<file path="config.mk">
export PLATFORM = sky130hd
export DESIGN_NAME = debounced_track_segmenter
export DESIGN_NICKNAME = d
export VERILOG_FILES = /design/src/rtl/dts_pkg.sv /design/src/rtl/debounced_track_segmenter.sv /design/src/rtl/dts_core.sv /design/src/rtl/dts_rsp_fifo.sv
export SDC_FILE = /design/constraint.sdc
export NUM_CORES = 1
export LEC_CHECK = 0
export BUFFER_PORTS_ARGS = -buffer_cell sky130_fd_sc_hd__buf_2
export CORE_MARGIN = 4
export CORE_UTILIZATION = 65
export DETAILED_ROUTE_END_ITERATION = 7
export HOLD_SLACK_MARGIN = 0.02
export PLACE_DENSITY_LB_ADDON = 0.3
export SLEW_MARGIN = 20
export SYNTH_ARGS = -nofsm -noshare
export SYNTH_HDL_FRONTEND = slang
export SYNTH_HIERARCHICAL = 1
export SYNTH_SLANG_ARGS = --single-unit
</file>
<file path="constraint.sdc">
create_clock -name clock -period 22.1 [get_ports clock]
set_input_delay 4.42 -clock clock [delete_from_list [all_inputs] [get_ports clock]]
set_output_delay 4.42 -clock clock [all_outputs]
set_load 0.03 [all_outputs]
</file>
<file path="src/rtl/dts_pkg.sv">
`timescale 1ns / 1ps
`default_nettype none
package dts_pkg;

   // Segment index saturates at this count minus one
   localparam int MAX_SEGMENTS = 256;
   localparam logic [7:0] SEG_LAST = 8'(MAX_SEGMENTS - 1);

   // Configuration reset values
   localparam logic [11:0] STRAIGHT_LOW_RESET   = 12'd1960;
   localparam logic [11:0] STRAIGHT_HIGH_RESET  = 12'd1968;
   localparam logic [3:0]  CONFIRM_NEEDED_RESET = 4'd4;

   // Configuration register indexes
   localparam int CSR_INDEX_W = 2;
   localparam logic [CSR_INDEX_W-1:0] CSR_STRAIGHT_LOW   = 2'd0;
   localparam logic [CSR_INDEX_W-1:0] CSR_STRAIGHT_HIGH  = 2'd1;
   localparam logic [CSR_INDEX_W-1:0] CSR_CONFIRM_NEEDED = 2'd2;
   localparam int CSR_DATA_W = 12;

   // Output queue geometry
   localparam int FIFO_DEPTH = 4;
   localparam int FIFO_PTR_W = $clog2(FIFO_DEPTH);
   localparam int FIFO_CNT_W = $clog2(FIFO_DEPTH + 1);
   // Room for the largest burst of one sample
   localparam logic [FIFO_CNT_W-1:0] FIFO_ROOM_MAX = FIFO_CNT_W'(FIFO_DEPTH - 2);

   typedef struct packed {
      logic [11:0] reading;
      logic [15:0] distance;
      logic [31:0] stamp_ms;
      logic        lap_end;
   } req_type;

   typedef struct packed {
      logic [7:0]  seg_number;
      logic        seg_kind;
      logic [15:0] seg_length;
      logic [31:0] seg_duration;
      logic [15:0] seg_start;
      logic        lap_done;
   } rsp_type;

   typedef struct packed {
      logic [11:0] straight_low;
      logic [11:0] straight_high;
      logic [3:0]  confirm_needed;
   } cfg_type;

   // Results of one sample, in order
   typedef struct packed {
      logic [1:0] count;
      rsp_type    first;
      rsp_type    second;
   } step_type;

endpackage
`default_nettype wire

</file>
<file path="src/rtl/debounced_track_segmenter.sv">
`timescale 1ns / 1ps
`default_nettype none
// Splits a lap of track samples into straight and bend segments with a
// debounce run count. A sample is taken into an input register, classified
// and folded into the segment state as it leaves that register, and its zero,
// one or two results go into a four-entry output queue that drives rsp_data.
// A sample can be taken every cycle while the input does not stall. A sample
// that both closes a segment and ends the lap puts two results in the queue,
// which drains one per cycle while rsp_ready is high. The input stalls while
// a sample waits in the input register and the queue holds more than two
// results. Two such samples in a row cause this, and so does a stalled result
// side. rsp_valid rises once a sample's results are written into the queue.
// Configuration writes take effect on the next sample.
module debounced_track_segmenter (
   input  wire logic                                 clock,
   input  wire logic                                 reset,
   input  wire logic                                 req_valid,
   output logic                                      req_ready,
   input  wire dts_pkg::req_type                     req_data,
   output logic                                      rsp_valid,
   input  wire logic                                 rsp_ready,
   output dts_pkg::rsp_type                          rsp_data,
   input  wire logic                                 csr_valid,
   output logic                                      csr_ready,
   input  wire logic [dts_pkg::CSR_INDEX_W-1:0]      csr_index,
   input  wire logic [dts_pkg::CSR_DATA_W-1:0]       csr_wdata
);

   dts_pkg::cfg_type  cfg_ff;
   logic              s1_valid_ff;
   dts_pkg::req_type  s1_item_ff;
   logic              room;
   logic              advance;
   dts_pkg::step_type step;

   assign csr_ready = 1'b1;
   assign advance   = s1_valid_ff && room;
   assign req_ready = !s1_valid_ff || advance;

   // Write configuration registers
   always_ff @(posedge clock) begin
      if (reset) begin
         cfg_ff.straight_low   <= dts_pkg::STRAIGHT_LOW_RESET;
         cfg_ff.straight_high  <= dts_pkg::STRAIGHT_HIGH_RESET;
         cfg_ff.confirm_needed <= dts_pkg::CONFIRM_NEEDED_RESET;
      end else if (csr_valid && csr_ready) begin
         case (csr_index)
            dts_pkg::CSR_STRAIGHT_LOW: begin
               cfg_ff.straight_low <= csr_wdata;
            end
            dts_pkg::CSR_STRAIGHT_HIGH: begin
               cfg_ff.straight_high <= csr_wdata;
            end
            dts_pkg::CSR_CONFIRM_NEEDED: begin
               cfg_ff.confirm_needed <= csr_wdata[3:0];
            end
            default: begin
            end
         endcase
      end
   end

   // Hold the accepted transaction until the queue has room
   always_ff @(posedge clock) begin
      if (reset) begin
         s1_valid_ff <= 1'b0;
      end else if (req_ready) begin
         s1_valid_ff <= req_valid;
      end
   end

   always_ff @(posedge clock) begin
      if (req_valid && req_ready) begin
         s1_item_ff <= req_data;
      end
   end

   dts_core u_core (
      .clock (clock),
      .reset (reset),
      .go    (advance),
      .item  (s1_item_ff),
      .cfg   (cfg_ff),
      .step  (step)
   );

   dts_rsp_fifo u_fifo (
      .clock      (clock),
      .reset      (reset),
      .push       (step),
      .pop        (rsp_valid && rsp_ready),
      .head       (rsp_data),
      .head_valid (rsp_valid),
      .room       (room)
   );

endmodule
`default_nettype wire

</file>
<file path="src/rtl/dts_core.sv">
`timescale 1ns / 1ps
`default_nettype none
module dts_core (
   input  wire logic             clock,
   input  wire logic             reset,
   input  wire logic             go,
   input  wire dts_pkg::req_type item,
   input  wire dts_pkg::cfg_type cfg,
   output dts_pkg::step_type     step
);

   logic        open_flag_ff, open_flag_in;
   logic        open_kind_ff, open_kind_in;
   logic [3:0]  other_run_ff, other_run_in;
   logic [15:0] start_dist_ff, start_dist_in;
   logic [31:0] start_time_ff, start_time_in;
   logic [15:0] run_dist_ff, run_dist_in;
   logic [31:0] run_time_ff, run_time_in;
   logic [7:0]  seg_count_ff, seg_count_in;
   logic [15:0] last_dist_ff;
   logic [31:0] last_time_ff;

   logic             kind;
   logic [3:0]       run_inc;
   logic             close_seg;
   dts_pkg::rsp_type close_rsp;
   dts_pkg::rsp_type lap_rsp;

   // Classify the reading against the straight window
   assign kind = !((item.reading >= cfg.straight_low) &&
                   (item.reading <= cfg.straight_high));
   assign run_inc = other_run_ff + 4'd1;

   // Work out the next segment state and the results of this sample
   always_comb begin
      open_flag_in  = open_flag_ff;
      open_kind_in  = open_kind_ff;
      other_run_in  = other_run_ff;
      start_dist_in = start_dist_ff;
      start_time_in = start_time_ff;
      run_dist_in   = run_dist_ff;
      run_time_in   = run_time_ff;
      seg_count_in  = seg_count_ff;
      close_seg     = 1'b0;
      close_rsp     = '0;

      if (!open_flag_ff) begin
         open_flag_in  = 1'b1;
         open_kind_in  = kind;
         other_run_in  = 4'd0;
         start_dist_in = item.distance;
         start_time_in = item.stamp_ms;
      end else if (kind == open_kind_ff) begin
         other_run_in = 4'd0;
      end else begin
         // Remember the boundary sample at the start of a run
         if (other_run_ff == 4'd0) begin
            run_dist_in = last_dist_ff;
            run_time_in = last_time_ff;
         end
         other_run_in = run_inc;
         if (run_inc >= cfg.confirm_needed) begin
            close_seg = 1'b1;
            close_rsp.seg_number   = seg_count_ff;
            close_rsp.seg_kind     = open_kind_ff;
            close_rsp.seg_length   = run_dist_in - start_dist_ff;
            close_rsp.seg_duration = run_time_in - start_time_ff;
            close_rsp.seg_start    = start_dist_ff;
            close_rsp.lap_done     = 1'b0;
            if (seg_count_ff < dts_pkg::SEG_LAST) begin
               seg_count_in = seg_count_ff + 8'd1;
            end
            start_dist_in = run_dist_in;
            start_time_in = run_time_in;
            open_kind_in  = kind;
            other_run_in  = 4'd0;
         end
      end

      // Final segment of the lap ends at this sample
      lap_rsp.seg_number   = seg_count_in;
      lap_rsp.seg_kind     = open_kind_in;
      lap_rsp.seg_length   = item.distance - start_dist_in;
      lap_rsp.seg_duration = item.stamp_ms - start_time_in;
      lap_rsp.seg_start    = start_dist_in;
      lap_rsp.lap_done     = 1'b1;
      if (item.lap_end) begin
         open_flag_in = 1'b0;
         other_run_in = 4'd0;
         seg_count_in = 8'd0;
      end
   end

   // Order the results: close first, lap end second
   always_comb begin
      step.count  = {1'b0, close_seg} + {1'b0, item.lap_end};
      step.first  = close_seg ? close_rsp : lap_rsp;
      step.second = lap_rsp;
      if (!go) begin
         step.count = 2'd0;
      end
   end

   // Advance the state on each processed sample
   always_ff @(posedge clock) begin
      if (reset) begin
         open_flag_ff  <= 1'b0;
         open_kind_ff  <= 1'b0;
         other_run_ff  <= 4'd0;
         start_dist_ff <= 16'd0;
         start_time_ff <= 32'd0;
         run_dist_ff   <= 16'd0;
         run_time_ff   <= 32'd0;
         seg_count_ff  <= 8'd0;
         last_dist_ff  <= 16'd0;
         last_time_ff  <= 32'd0;
      end else if (go) begin
         open_flag_ff  <= open_flag_in;
         open_kind_ff  <= open_kind_in;
         other_run_ff  <= other_run_in;
         start_dist_ff <= start_dist_in;
         start_time_ff <= start_time_in;
         run_dist_ff   <= run_dist_in;
         run_time_ff   <= run_time_in;
         seg_count_ff  <= seg_count_in;
         last_dist_ff  <= item.distance;
         last_time_ff  <= item.stamp_ms;
      end
   end

endmodule
`default_nettype wire

</file>
<file path="src/rtl/dts_rsp_fifo.sv">
`timescale 1ns / 1ps
`default_nettype none
module dts_rsp_fifo (
   input  wire logic              clock,
   input  wire logic              reset,
   input  wire dts_pkg::step_type push,
   input  wire logic              pop,
   output dts_pkg::rsp_type       head,
   output logic                   head_valid,
   output logic                   room
);

   dts_pkg::rsp_type entry_ff [dts_pkg::FIFO_DEPTH];
   logic [dts_pkg::FIFO_PTR_W-1:0] wr_ptr_ff, wr_ptr_in;
   logic [dts_pkg::FIFO_PTR_W-1:0] rd_ptr_ff, rd_ptr_in;
   logic [dts_pkg::FIFO_CNT_W-1:0] count_ff, count_in;
   logic [dts_pkg::FIFO_PTR_W-1:0] wr_next;

   assign head       = entry_ff[rd_ptr_ff];
   assign head_valid = (count_ff != '0);
   assign room       = (count_ff <= dts_pkg::FIFO_ROOM_MAX);
   assign wr_next    = wr_ptr_ff + dts_pkg::FIFO_PTR_W'(1);

   // Move pointers and fill level
   always_comb begin
      wr_ptr_in = wr_ptr_ff + dts_pkg::FIFO_PTR_W'(push.count);
      rd_ptr_in = rd_ptr_ff + dts_pkg::FIFO_PTR_W'(pop);
      count_in  = count_ff + dts_pkg::FIFO_CNT_W'(push.count)
                  - dts_pkg::FIFO_CNT_W'(pop);
   end

   always_ff @(posedge clock) begin
      if (reset) begin
         wr_ptr_ff <= '0;
         rd_ptr_ff <= '0;
         count_ff  <= '0;
      end else begin
         wr_ptr_ff <= wr_ptr_in;
         rd_ptr_ff <= rd_ptr_in;
         count_ff  <= count_in;
      end
   end

   // Store up to two results per cycle
   always_ff @(posedge clock) begin
      if (push.count != 2'd0) begin
         entry_ff[wr_ptr_ff] <= push.first;
      end
      if (push.count == 2'd2) begin
         entry_ff[wr_next] <= push.second;
      end
   end

endmodule
`default_nettype wire

</file>
* Yosys cells after proc, flatten, opt, wreduce, memory -nomap -nowiden
Memory sizes are Yosys's and may differ from the RTL's. A register that Yosys moved wholly into a read port is not among the register bits. Cells that the tools add are included.
Word-level totals: RAM bits 296, memories 1, output and inout port bits 77, register bits after elaboration 255
Memory list:
- u_fifo.entry_ff | words 4, bits a word 74, read ports 1, clocked after Yosys merged registers in 1, wr ports 2, line dts_rsp_fifo.sv:13 | dts_pkg::rsp_type entry_ff [dts_pkg::FIFO_DEPTH];
Cells by class: add/sub/neg operators 12, magnitude comparators 5, reduce and logical (&&, ||, !) cells 15, bitwise logic cells 1, mux-type cells 38, eq/ne operators 4
Operator list (count):
- two-way mux 74 bit | 4
- two-way mux 32 bit | 6
- two-way mux 16 bit | 6
- subtractor 32 bit | 2
- two-way mux 8 bit | 5
- subtractor 16 bit | 2
- two-way mux 4 bit | 4
- greater-or-equal comparator 12 bit | 1
- <= comparator 12 bit | 1
- two-way mux 1 bit | 11
- adder 8 x 1 -> 8 bit, second input constant | 1
- less-than comparator 8 bit, second input constant | 1
- AND reduction 2 bit | 3
- adder 4 x 1 -> 4 bit, second input constant | 1
- equality test 2 bit, second input constant | 2
- greater-or-equal comparator 4 bit | 1
- logical AND 1 bit | 4
- logical NOT 4 bit | 1
- two-way mux 2 bit | 2
- adder 3 x 2 -> 3 bit | 1
- <= comparator 3 x 2 -> 1 bit, second input constant | 1
- AND reduction 3 bit | 1
- nonzero test 3 bit | 1
- subtractor 3 x 1 -> 3 bit | 1
- 11 further kinds | 12

* Logic depth before layout (Yosys ltp)
Gate-level depths: netlist of run 1.
depth in word-level cells 11, depth in mapped cells 33, mapped depth without buffers 30

* Hierarchy
The synthesis of run 1 kept the hierarchy.
Modules (own cells, without submodules):
- dts_rsp_fifo | cells an instance 756, seq. area each 9028.7 µm², times used 1, area each 14655.3 µm²
- dts_core | cells an instance 1774, seq. area each 3163.0 µm², times used 1, area each 13377.8 µm²
- debounced_track_segmenter | cells an instance 181, seq. area each 2412.3 µm², times used 1, area each 3040.4 µm²

* Worst setup path before layout of run 1
OpenSTA, ideal clock, no wires.
kind reg2reg, start register s1_item_ff[54] (netlist name), end memory u_fifo/entry_ff[0][0] (netlist name), enable pin, arrival time 8733 ps, required time 21492 ps, setup time 608 ps, stages on the path, launching flop included 18, path slack 12758 ps, path buffers 4, clock period less this slack 9342 ps, path through edfxtp_1 -> ha_1 -> a21o_1 -> a221o_1 -> a221o_1 -> o22ai_2 -> a21oi_1 -> buf_2 -> nor2_1 -> nand3_1 -> inv_1 -> buf_1 -> clkbuf_1 -> ha_1 -> and2_1 -> buf_2 -> o21bai_1 -> o21ai_0
RTL lines:
- from (decl) | line debounced_track_segmenter.sv:31 | dts_pkg::req_type s1_item_ff;
- from (signal assigned) | line debounced_track_segmenter.sv:74 | s1_item_ff <= req_data;
- to (decl) | line dts_rsp_fifo.sv:13

==> results of run 1 <==
## power breakdown
group          switching [mW]  total (mW)  internal, mW
clock                   0.413       0.980         0.567
combinational           0.712        1.19         0.480
sequential             0.0575        1.27          1.21
## cell usage after synthesis, types with 22 or more instances
library cell,number,share of area
edfxtp_1,357,0.34
nor2_1,283,0.034
mux2_1,218,0.079
dfxtp_1,194,0.12
inv_1,178,0.022
mux2i_1,168,0.054
nand2_1,127,0.015
ha_1,115,0.046
o21ai_0,113,0.018
a21oi_1,109,0.018
a211oi_1,96,0.023
mux2_2,93,0.034
clkbuf_1,86,0.010
mux4_2,74,0.054
xnor2_1,53,0.015
xor2_1,38,0.011
nand2b_1,37,0.0074
buf_2,28,0.0045
a21o_1,26,0.0063
nor3_1,22,0.0035
## cells by family (layout without fill, tap and decap cells)
logic type / after synthesis / count (layout) / synth area share
simple gates: 574 / 574 / 0.08404
mux: 553 / 553 / 0.2205
flops: 551 / 551 / 0.4700
compound gates: 471 / 471 / 0.09889
buf+inv: 341 / 470 / 0.04775
fa+ha+maj: 126 / 126 / 0.05150
xor+xnor: 93 / 93 / 0.02714
other cells: 2 / 4 / 0.0002417
## metal layers
layer	global-route usage	vias to the layer above	routed length (um)
li1	-	10100	-
met1	0.4080	10800	32540
met2	0.4866	960	36730
met3	0.04402	143	5672
met4	0.1023	4	2284
met5	0	-	16
## metrics by stage
stage / setup slack, ns / std cells / util / power, mW / cell area, um2
final: 14.35 / 3449 / 0.7258 / 3.442 / 34080
after global routing: 13.91 / 3447 / 0.7257 / 3.600 / 34070
after CTS: 14.51 / 3447 / 0.7257 / 3.442 / 34070
after detailed placement: 14.58 / 3339 / 0.6845 / 2.457 / 32140
after global placement: 14.80 / 3338 / 0.6839 / 2.404 / 32110
after floorplan: 12.76 / 2711 / - / 2.152 / 31070
## worst max-delay path, delay by kind of cell (launching register included)
family / cells / cell delay (ns)
compound gates: 15 / 3.25
xor+xnor: 1 / 0.19
fa+ha+maj: 3 / 1.01
buf+inv: 1 / 0.28
flops: 1 / 0.41
mux: 2 / 0.63
simple gates: 6 / 1.71
## cell type report
class | count | area (um2)
inverter | 179 | 671.9
clock buffer | 79 | 1675
multi-input combinational | 1819 | 15080
timing repair buffer | 183 | 1012
clock inverter | 29 | 260.3
tap | 607 | 759.5
fill | 3160 | 12870
antenna | 2 | 5.005
sequential | 551 | 14620
## registers in the layout (all words and copies together), names as in the netlist, 2 cells and up
register,flops
u_core/start_time_ff,32
u_fifo/wr_ptr_ff,2
u_core/run_time_ff,32
s1_item_ff,61
u_fifo/rd_ptr_ff,2
u_core/start_dist_ff,16
u_core/last_dist_ff,16
u_core/other_run_ff,4
u_core/last_time_ff,32
u_fifo/entry_ff,296
cfg_ff,28
u_core/seg_count_ff,8
u_fifo/count_ff,3
u_core/run_dist_ff,16
## how the worst max path moves through the flow
stage | start | end | slack (ns) | depth (start not counted)
global placement | s1_item_ff[54]$_DFFE_PP_ | u_fifo/entry_ff[0][47]$_DFFE_PP_ | 14.80 | 28
global route | s1_item_ff[54]$_DFFE_PP_ | u_fifo/entry_ff[0][47]$_DFFE_PP_ | 13.91 | 28
CTS | s1_item_ff[54]$_DFFE_PP_ | u_fifo/entry_ff[0][47]$_DFFE_PP_ | 14.51 | 28
finish | s1_item_ff[54]$_DFFE_PP_ | u_fifo/entry_ff[0][47]$_DFFE_PP_ | 14.35 | 28
detailed placement | s1_item_ff[54]$_DFFE_PP_ | u_fifo/entry_ff[0][47]$_DFFE_PP_ | 14.58 | 28
floorplan | s1_item_ff[54]$_DFFE_PP_ | u_fifo/entry_ff[0][0]$_DFFE_PP_ | 12.76 | 17
## cells in the final DEF, fill, tap and decap left out, types with 62 or more instances in the layout
cell	synthesis	final
dfxtp_1	194	191
inv_1	178	178
ha_1	115	115
a21oi_1	109	108
mux2i_1	168	168
a211oi_1	96	96
o21ai_0	113	112
buf_2	28	154
nand2_1	127	127
nor2_1	283	280
mux2_2	93	93
mux2_1	218	218
mux4_2	74	74
clkbuf_16	0	62
edfxtp_1	357	357
==> impl_metrics.tcl, run 1 <==
set metrics [dict create \
    status "completed" \
    drc 0 \
    totalWireLength_mm 77.24 \
    crit_top_cell "o21ai_0" \
    synth_nets 2911 \
    hold_start "u_core/run_time_ff[10]$_SDFFE_PP0P_" \
    post_cts_buffers 0 \
    worst_r2r_path_depth 28 \
    synth.distinct_cells 90 \
    p_leak_nw 13.19 \
    synth_edf_count 357 \
    core_area_um2 46950 \
    ys.warnings.count 6 \
    clk_pin_slew_ns 0.06 \
    reg2reg_from "s1_item_ff[54]$_DFFE_PP_" \
    ys_seq_area_frac 0.4700 \
    chipWidth_um 226.6 \
    rows 79 \
    grt_max_degree 128 \
    async_flop_share 0 \
    wl_per_cell_um 22.39 \
    drtAntennaViolNets 0 \
    hold_path_depth 2 \
    r2r-end "u_fifo/entry_ff[0][47]$_DFFE_PP_" \
    cts.sinks 551 \
    rsz0062_at_grt "no" \
    slew_headroom 0.2852 \
    setup_viol_count_final 0 \
    synth-seq-cells 551 \
    grt_pass1_wl_mm 120.4 \
    drive_above_1_share 0.1718 \
    hpwl_mm 49.63 \
    crit_fanout 39 \
    antenna_found_initial 3 \
    syn_area_um2 31070 \
    r2r_slack_ns 14.35 \
    syn_inst 2711 \
    postCtsHoldBufs 0 \
    critical_path_arrival_ns 8.11 \
    place.port_buffers 155 \
    min_path_type "flip-flop to flip-flop" \
    synth_flop_cell "edfxtp_1" \
    max_stage_delay_ns 0.57 \
    peakVddDrop_uv 67.91 \
    root_buffer "clkbuf_16" \
    max-cap-violations 0 \
    ctsLongestPathBuffers 3 \
    fin_skew_ns 0.03133 \
    insertion_delay_ns 0.63 \
    avgSynthCellArea_um2 11.46 \
    cts_resized 0 \
    fin_crit_sh 0.3508 \
    vias 22000 \
    hold_viol 0 \
    cp-start-kind "flip-flop" \
    ioPinCount 157 \
    first_pass_iters 6 \
    die_h_um 226.6 \
    grt_overflow_total 0 \
    cts_buffers 57 \
    critPathCaptureType "flip-flop" \
    fmax_mhz 129.0 \
    drtIter0Drc 1967 \
    fin_nets 2991 \
    period_needed_ns 7.753 \
    gp_congestion 0.9507 \
    maxSlewViolCount 0 \
    initial_utilization 0.6618 \
    worst_slew_pin_slew_ns 1.072 \
    cellPowerDensity_nw_per_um2 101.0 \
    avgViaCountPerCell 6.379 \
    h-tree-depth 2 \
    hold_path_end "u_core/run_time_ff[10]$_SDFFE_PP0P_" \
    crit_path_top_delay_cell "nor3_4" \
    critPathRequiredTime_ns 22.46 \
    crit_type "flip-flop to flip-flop" \
    grt.total_usage 0.2963 \
    synthToLayoutAreaGrowth_pct 9.672 \
    dieArea_um2 51370 \
    tritoncts "yes" \
    grt_pass1_vias 22160 \
    tns_ns 0 \
    hold_slack_ns 0.4827 \
]
Note: power is estimated with default switching activity, not from simulation.
==> run 2: changes to the inputs <==
Settings changed: CORE_UTILIZATION 65 to 56.
Clock period 22.1 ns to 6.3 ns, I/O delays scaled along.
==> run 2 against run 1 <==
Maximum frequency grew 24%; clock power grew to 3.5 times the previous value; flip-flop and latch count is the same; critical endpoint is now u_fifo/entry_ff[2][48]$_DFFE_PP_; count of clock-buffer cells in the layout shrank 8; clock skew shrank 0.0066 ns.
==> impl_metrics.tcl, run 2 (synthesis gave the netlist of run 1 again) <==
set metrics [dict create \
    peakVddDrop_uv 249.4 \
    gp_congestion 0.9034 \
    fmax_mhz 160.2 \
    cts_buffers 58 \
    switching_share 0.3392 \
    vias 22010 \
    core_area_um2 54990 \
    r2r-end "u_fifo/entry_ff[2][48]$_DFFE_PP_" \
    final_cells 3685 \
    hold_path_depth 2 \
    wl_per_cell_um 21.41 \
    grt_max_degree 115 \
    grt.total_usage 0.2607 \
    first_pass_iters 5 \
    largest_reg_flops 296 \
    insertion_delay_ns 0.63 \
    drtAntennaViolNets 0 \
    grt_overflow_total 0 \
    antenna_found_initial 5 \
    cellPowerDensity_nw_per_um2 352.9 \
    fin_nets 3087 \
    avgViaCountPerCell 5.974 \
    max_stage_delay_ns 0.45 \
    dieArea_um2 59320 \
    place_ws_ns -0.2007 \
    rows 86 \
    p_seq_frac 0.359 \
    tritoncts "yes" \
    critPathRequiredTime_ns 6.66 \
    drtIter0Drc 1707 \
    period_needed_ns 6.242 \
    hold_slack_ns 0.4771 \
    critPathCaptureType "flip-flop" \
    crit_type "flip-flop to flip-flop" \
    drive_above_1_share 0.2166 \
    ioPinCount 157 \
    crit_fanout 13 \
    combPwrFrac 0.363 \
    reg.largest.list "u_fifo/entry_ff x296, s1_item_ff x61" \
    chipWidth_um 243.6 \
    h-tree-depth 2 \
    r2r_slack_ns 0.06 \
    internal_power_mw 8.247 \
    status "completed" \
    tns_ns 0 \
    fin_ws_ns 0.05823 \
    reg2reg_from "s1_item_ff[54]$_DFFE_PP_" \
    worst_slew_pin_slew_ns 1.048 \
    synthToLayoutAreaGrowth_pct 13.79 \
    clk_pin_slew_ns 0.06 \
    setup_viol_count_final 0 \
    maxSlewViolCount 0 \
    hold_path_end "cfg_ff[17]$_SDFFE_PP0P_" \
    cp-start-kind "flip-flop" \
    top_register "u_fifo/entry_ff" \
    post-place-cells 3557 \
    cts.sinks 551 \
    crit_path_top_delay_cell "edfxtp_1" \
    die_h_um 243.6 \
    power.switching_mw 4.233 \
    root_buffer "clkbuf_16" \
    slew_headroom 0.3015 \
    hold_start "cfg_ff[17]$_SDFFE_PP0P_" \
    grt_pass1_vias 22380 \
    path_buf_inv 2 \
    rsz0062_at_grt "yes" \
    worst_r2r_path_depth 29 \
    critical_path_arrival_ns 6.60 \
    totalWireLength_mm 78.89 \
    hold_viol 0 \
    final_cell_mix "357 x edfxtp_1, 279 x nor2_1, 198 x mux2_1, 191 x dfxtp_1, 178 x inv_1" \
    p_leak_nw 13.82 \
    drc 0 \
    mostFrequentLayoutCell "edfxtp_1" \
    max-cap-violations 0 \
    power_frac_clock 0.278 \
    place.port_buffers 155 \
    fin_crit_sh 0.9908 \
    ctsLongestPathBuffers 3 \
    hpwl_mm 50.50 \
    initial_utilization 0.5651 \
    grt_pass1_wl_mm 123.7 \
    cp_top_family "compound AO/OA/AOI/OAI gates" \
    fin_skew_ns 0.02475 \
    min_path_type "flip-flop to flip-flop" \
]
-- run 2: changes by cell type in the layout (fill, tap and decap cells not counted), sizes merged --
cell,delta
clkinvlp,-1
clkbuf,-8
buf,+95
bufinv,+3
inv,-3
clkinv,+10
diode,-1
-- run 2: worst register-to-register path, delay by kind of cell (launching register included) --
kind	cells	cell delay [ns]
xor gates and xnor gates	1	0.19
AOI/OAI and AO/OA	15	2.98
DFF	1	0.45
and+or+nand+nor	6	0.78
adders and majority gates	2	0.46
muxes	3	0.84
buffers and inverters	2	0.31
-- run 2: metrics by stage --
step	power (mW)	instance area [um2]	util
finish	12.48	35360	0.6431
global route	13.09	35360	0.6431
CTS	12.34	35030	0.6371
detailed placement	8.818	32980	0.5999
global placement	8.672	32980	0.5999
floorplan	7.549	31120	-
-- run 2: how the worst max path moves through the flow --
stage                                  endpoint  slack (ns)                startpoint  cells after the start
6_report       u_fifo/entry_ff[2][48]$_DFFE_PP_        0.06  s1_item_ff[54]$_DFFE_PP_                     29
3_5_place_dp   u_fifo/entry_ff[2][39]$_DFFE_PP_       -0.20  s1_item_ff[54]$_DFFE_PP_                     30
2_1_floorplan   u_fifo/entry_ff[1][0]$_DFFE_PP_       -0.94  s1_item_ff[54]$_DFFE_PP_                     16
4_1_cts        u_fifo/entry_ff[0][37]$_DFFE_PP_      0.0003  s1_item_ff[54]$_DFFE_PP_                     32
3_3_place_gp   u_fifo/entry_ff[0][43]$_DFFE_PP_        0.04  s1_item_ff[56]$_DFFE_PP_                     30
5_1_grt        u_fifo/entry_ff[0][42]$_DFFE_PP_       -0.16  s1_item_ff[54]$_DFFE_PP_                     32
-- run 2: layout make-up --
| cell class | count | area, um2 |
|---|---|---|
| Sequential cell | 551 | 14620 |
| Inverter | 179 | 671.9 |
| Timing Repair Buffer | 278 | 1808 |
| Tap cell | 748 | 935.9 |
| Fill cell | 4172 | 19630 |
| Multi-Input combinational cell | 1819 | 15370 |
| Antenna cell | 1 | 2.502 |
| Clock inverter | 38 | 370.4 |
| Clock buffer | 71 | 1582 |
-- run 2: power by group through the flow --
stage          Clock [mW]  Sequential, mW  Combinational [mW]
2_1_floorplan           0            4.41                3.14
4_1_cts              3.53            4.48                4.34
3_3_place_gp            0            4.53                4.14
3_5_place_dp            0            4.55                4.27
5_1_grt              3.68            4.51                4.90
6_report             3.47            4.47                4.53
-- run 2: routing by layer --
metal	GRT usage	vias up	routed length (um)	share of wire
li1	-	10290	-	-
met1	0.3537	10810	33850	0.43
met2	0.4325	760	37650	0.48
met3	0.04589	146	5160	0.065
met4	0.07916	6	2204	0.028
met5	0	-	32	0.00041
-- run 2: timing repair --
action	in CTS	in global routing
pin swaps	9	26
setup endpoints to repair	57	100
gates resized for setup	9	70
buffers inserted	8	12
hold buffers	0	0
==> run 3: changes to the inputs <==
Settings changed: CORE_UTILIZATION 56 to 53.
==> run 3 against run 2 <==
The flow now finishes with violations (setup timing); sequential share of layout area down 0.15 points; sequential power is essentially flat; register-to-register slack worse by 0.13 ns; worst setup slack worse by 0.13 ns; global-route usage is 1.8 points lower; via count decreased by 0.43%; routed wire length fell by 0.18%; total power shrank 0.42%; core utilization shrank 3.0 points; flip-flop and latch count unchanged; critical path type unchanged.
==> impl_metrics.tcl, run 3 (synthesis gave the netlist of run 1 again) <==
set metrics [dict create \
    final_cells 3717 \
    max-cap-violations 0 \
    largest_reg_flops 296 \
    fin_crit_sh 1.011 \
    final_cell_mix "357 x edfxtp_1, 279 x nor2_1, 191 x dfxtp_1, 189 x mux2_1, 178 x inv_1" \
    fin_ws_ns -0.06910 \
    cts_buffers 58 \
    root_buffer "clkbuf_16" \
    fin_nets 3098 \
    cts.sinks 551 \
    crit_type "flip-flop to flip-flop" \
    hold_viol 0 \
    peakVddDrop_uv 232.0 \
    ioPinCount 157 \
    insertion_delay_ns 0.64 \
    drtIter0Drc 1685 \
    rsz0062_at_grt "yes" \
    grt_pass1_wl_mm 122.8 \
    drtAntennaViolNets 0 \
    totalPowerFinal_mw 12.43 \
    crit_fanout 8 \
    cp-start-kind "flip-flop" \
    p_leak_nw 13.87 \
    fin_skew_ns 0.02879 \
    drc 0 \
    cellPowerDensity_nw_per_um2 350.2 \
    ctsLongestPathBuffers 3 \
    dieArea_um2 62570 \
    critPathCaptureType "flip-flop" \
    place_ws_ns -0.2349 \
    status "finished with violations" \
    grt_max_degree 77 \
    critPathRequiredTime_ns 6.69 \
    grt_pass1_vias 22280 \
    crit_path_top_delay_cell "edfxtp_1" \
    fmax_mhz 157.0 \
    avgViaCountPerCell 5.897 \
    critical_path_arrival_ns 6.76 \
    gp_congestion 0.9121 \
    chipWidth_um 250.1 \
    maxSlewViolCount 0 \
    setup_viol_count_final 8 \
    wl_per_cell_um 21.19 \
    clk_pin_slew_ns 0.06 \
    initial_utilization 0.5365 \
    grt_overflow_total 0 \
    synthToLayoutAreaGrowth_pct 14.21 \
    core_area_um2 57920 \
    tns_ns -0.4095 \
    h-tree-depth 2 \
    grt.total_usage 0.2431 \
    top_register "u_fifo/entry_ff" \
    worst_slew_pin_slew_ns 1.083 \
    hpwl_mm 51.35 \
    rows 88 \
    hold_slack_ns 0.4745 \
    first_pass_iters 6 \
    drive_above_1_share 0.2222 \
    place.port_buffers 155 \
    vias 21920 \
    slew_headroom 0.2778 \
    min_path_type "flip-flop to flip-flop" \
    antenna_found_initial 4 \
    violations "setup timing" \
    totalWireLength_mm 78.75 \
    die_h_um 250.1 \
    max_stage_delay_ns 0.44 \
    period_needed_ns 6.369 \
    post-place-cells 3582 \
    reg.largest.list "u_fifo/entry_ff x296, s1_item_ff x61" \
    mostFrequentLayoutCell "edfxtp_1" \
    tritoncts "yes" \
]
==> run 3: cell count changes in the layout (fill, tap and decap cells not counted), sizes merged <==
| cell | delta |
|---|---|
| diode | +3 |
| buf | +11 |
| clkinv | -8 |
| clkbuf | +11 |
| bufinv | -3 |
| inv | +1 |
==> run 3: worst paths after layout <==
check	start	end	slack, ns	depth (start not counted)
worst max-delay path	s1_item_ff[54]$_DFFE_PP_	u_fifo/entry_ff[3][48]$_DFFE_PP_	-0.07	28
worst min-delay path	cfg_ff[15]$_SDFFE_PP0P_	cfg_ff[15]$_SDFFE_PP0P_	0.47	2
worst max register to register	s1_item_ff[54]$_DFFE_PP_	u_fifo/entry_ff[3][48]$_DFFE_PP_	-0.07	28
worst min register to register	cfg_ff[15]$_SDFFE_PP0P_	cfg_ff[15]$_SDFFE_PP0P_	0.47	2
==> run 3: cell type report <==
cell class | count | area, um2
antenna | 4 | 10.01
inverter | 179 | 671.9
clock inverter | 28 | 265.3
fill | 4629 | 22430
multi-input combinational | 1819 | 15450
timing repair buffer | 289 | 1903
sequential | 551 | 14620
tap | 765 | 957.2
clock buffer | 82 | 1612
==> run 3: per-stage QoR <==
stage,instance area (um2),util
2_1_floorplan,31120,-
3_3_place_gp,33060,0.5708
3_5_place_dp,33080,0.5711
4_1_cts,35030,0.6048
5_1_grt,35480,0.6126
6_report,35490,0.6128
==> run 3: worst max-delay path, delay by kind of cell, from the launching register on <==
kind,cells,cell delay [ns]
AOI/OAI and AO/OA,16,3.27
muxes,3,0.68
adders and majority gates,2,0.61
and+or+nand+nor,4,0.60
DFF,1,0.44
buffers and inverters,2,0.31
xor gates and xnor gates,1,0.21
==> run 3: power by group <==
group | total [mW] | internal, mW | switching, mW
clock | 3.37 | 1.91 | 1.45
combinational | 4.59 | 2.02 | 2.58
sequential | 4.47 | 4.25 | 0.216
==> run 3: routing by layer <==
layer	share of wire	track usage	vias to the layer above
met3	0.063	0.03779	147
met2	0.48	0.4006	696
met5	0.00034	0	-
met1	0.44	0.3367	10760
li1	-	-	10310
met4	0.026	0.06942	4
==> run 3: repair_timing <==
item	4_1_cts	5_1_grt
setup buffers	7	15
resized for setup	10	96
pin swaps	9	59
hold buffers	0	0
endpoints found under the setup margin	67	94
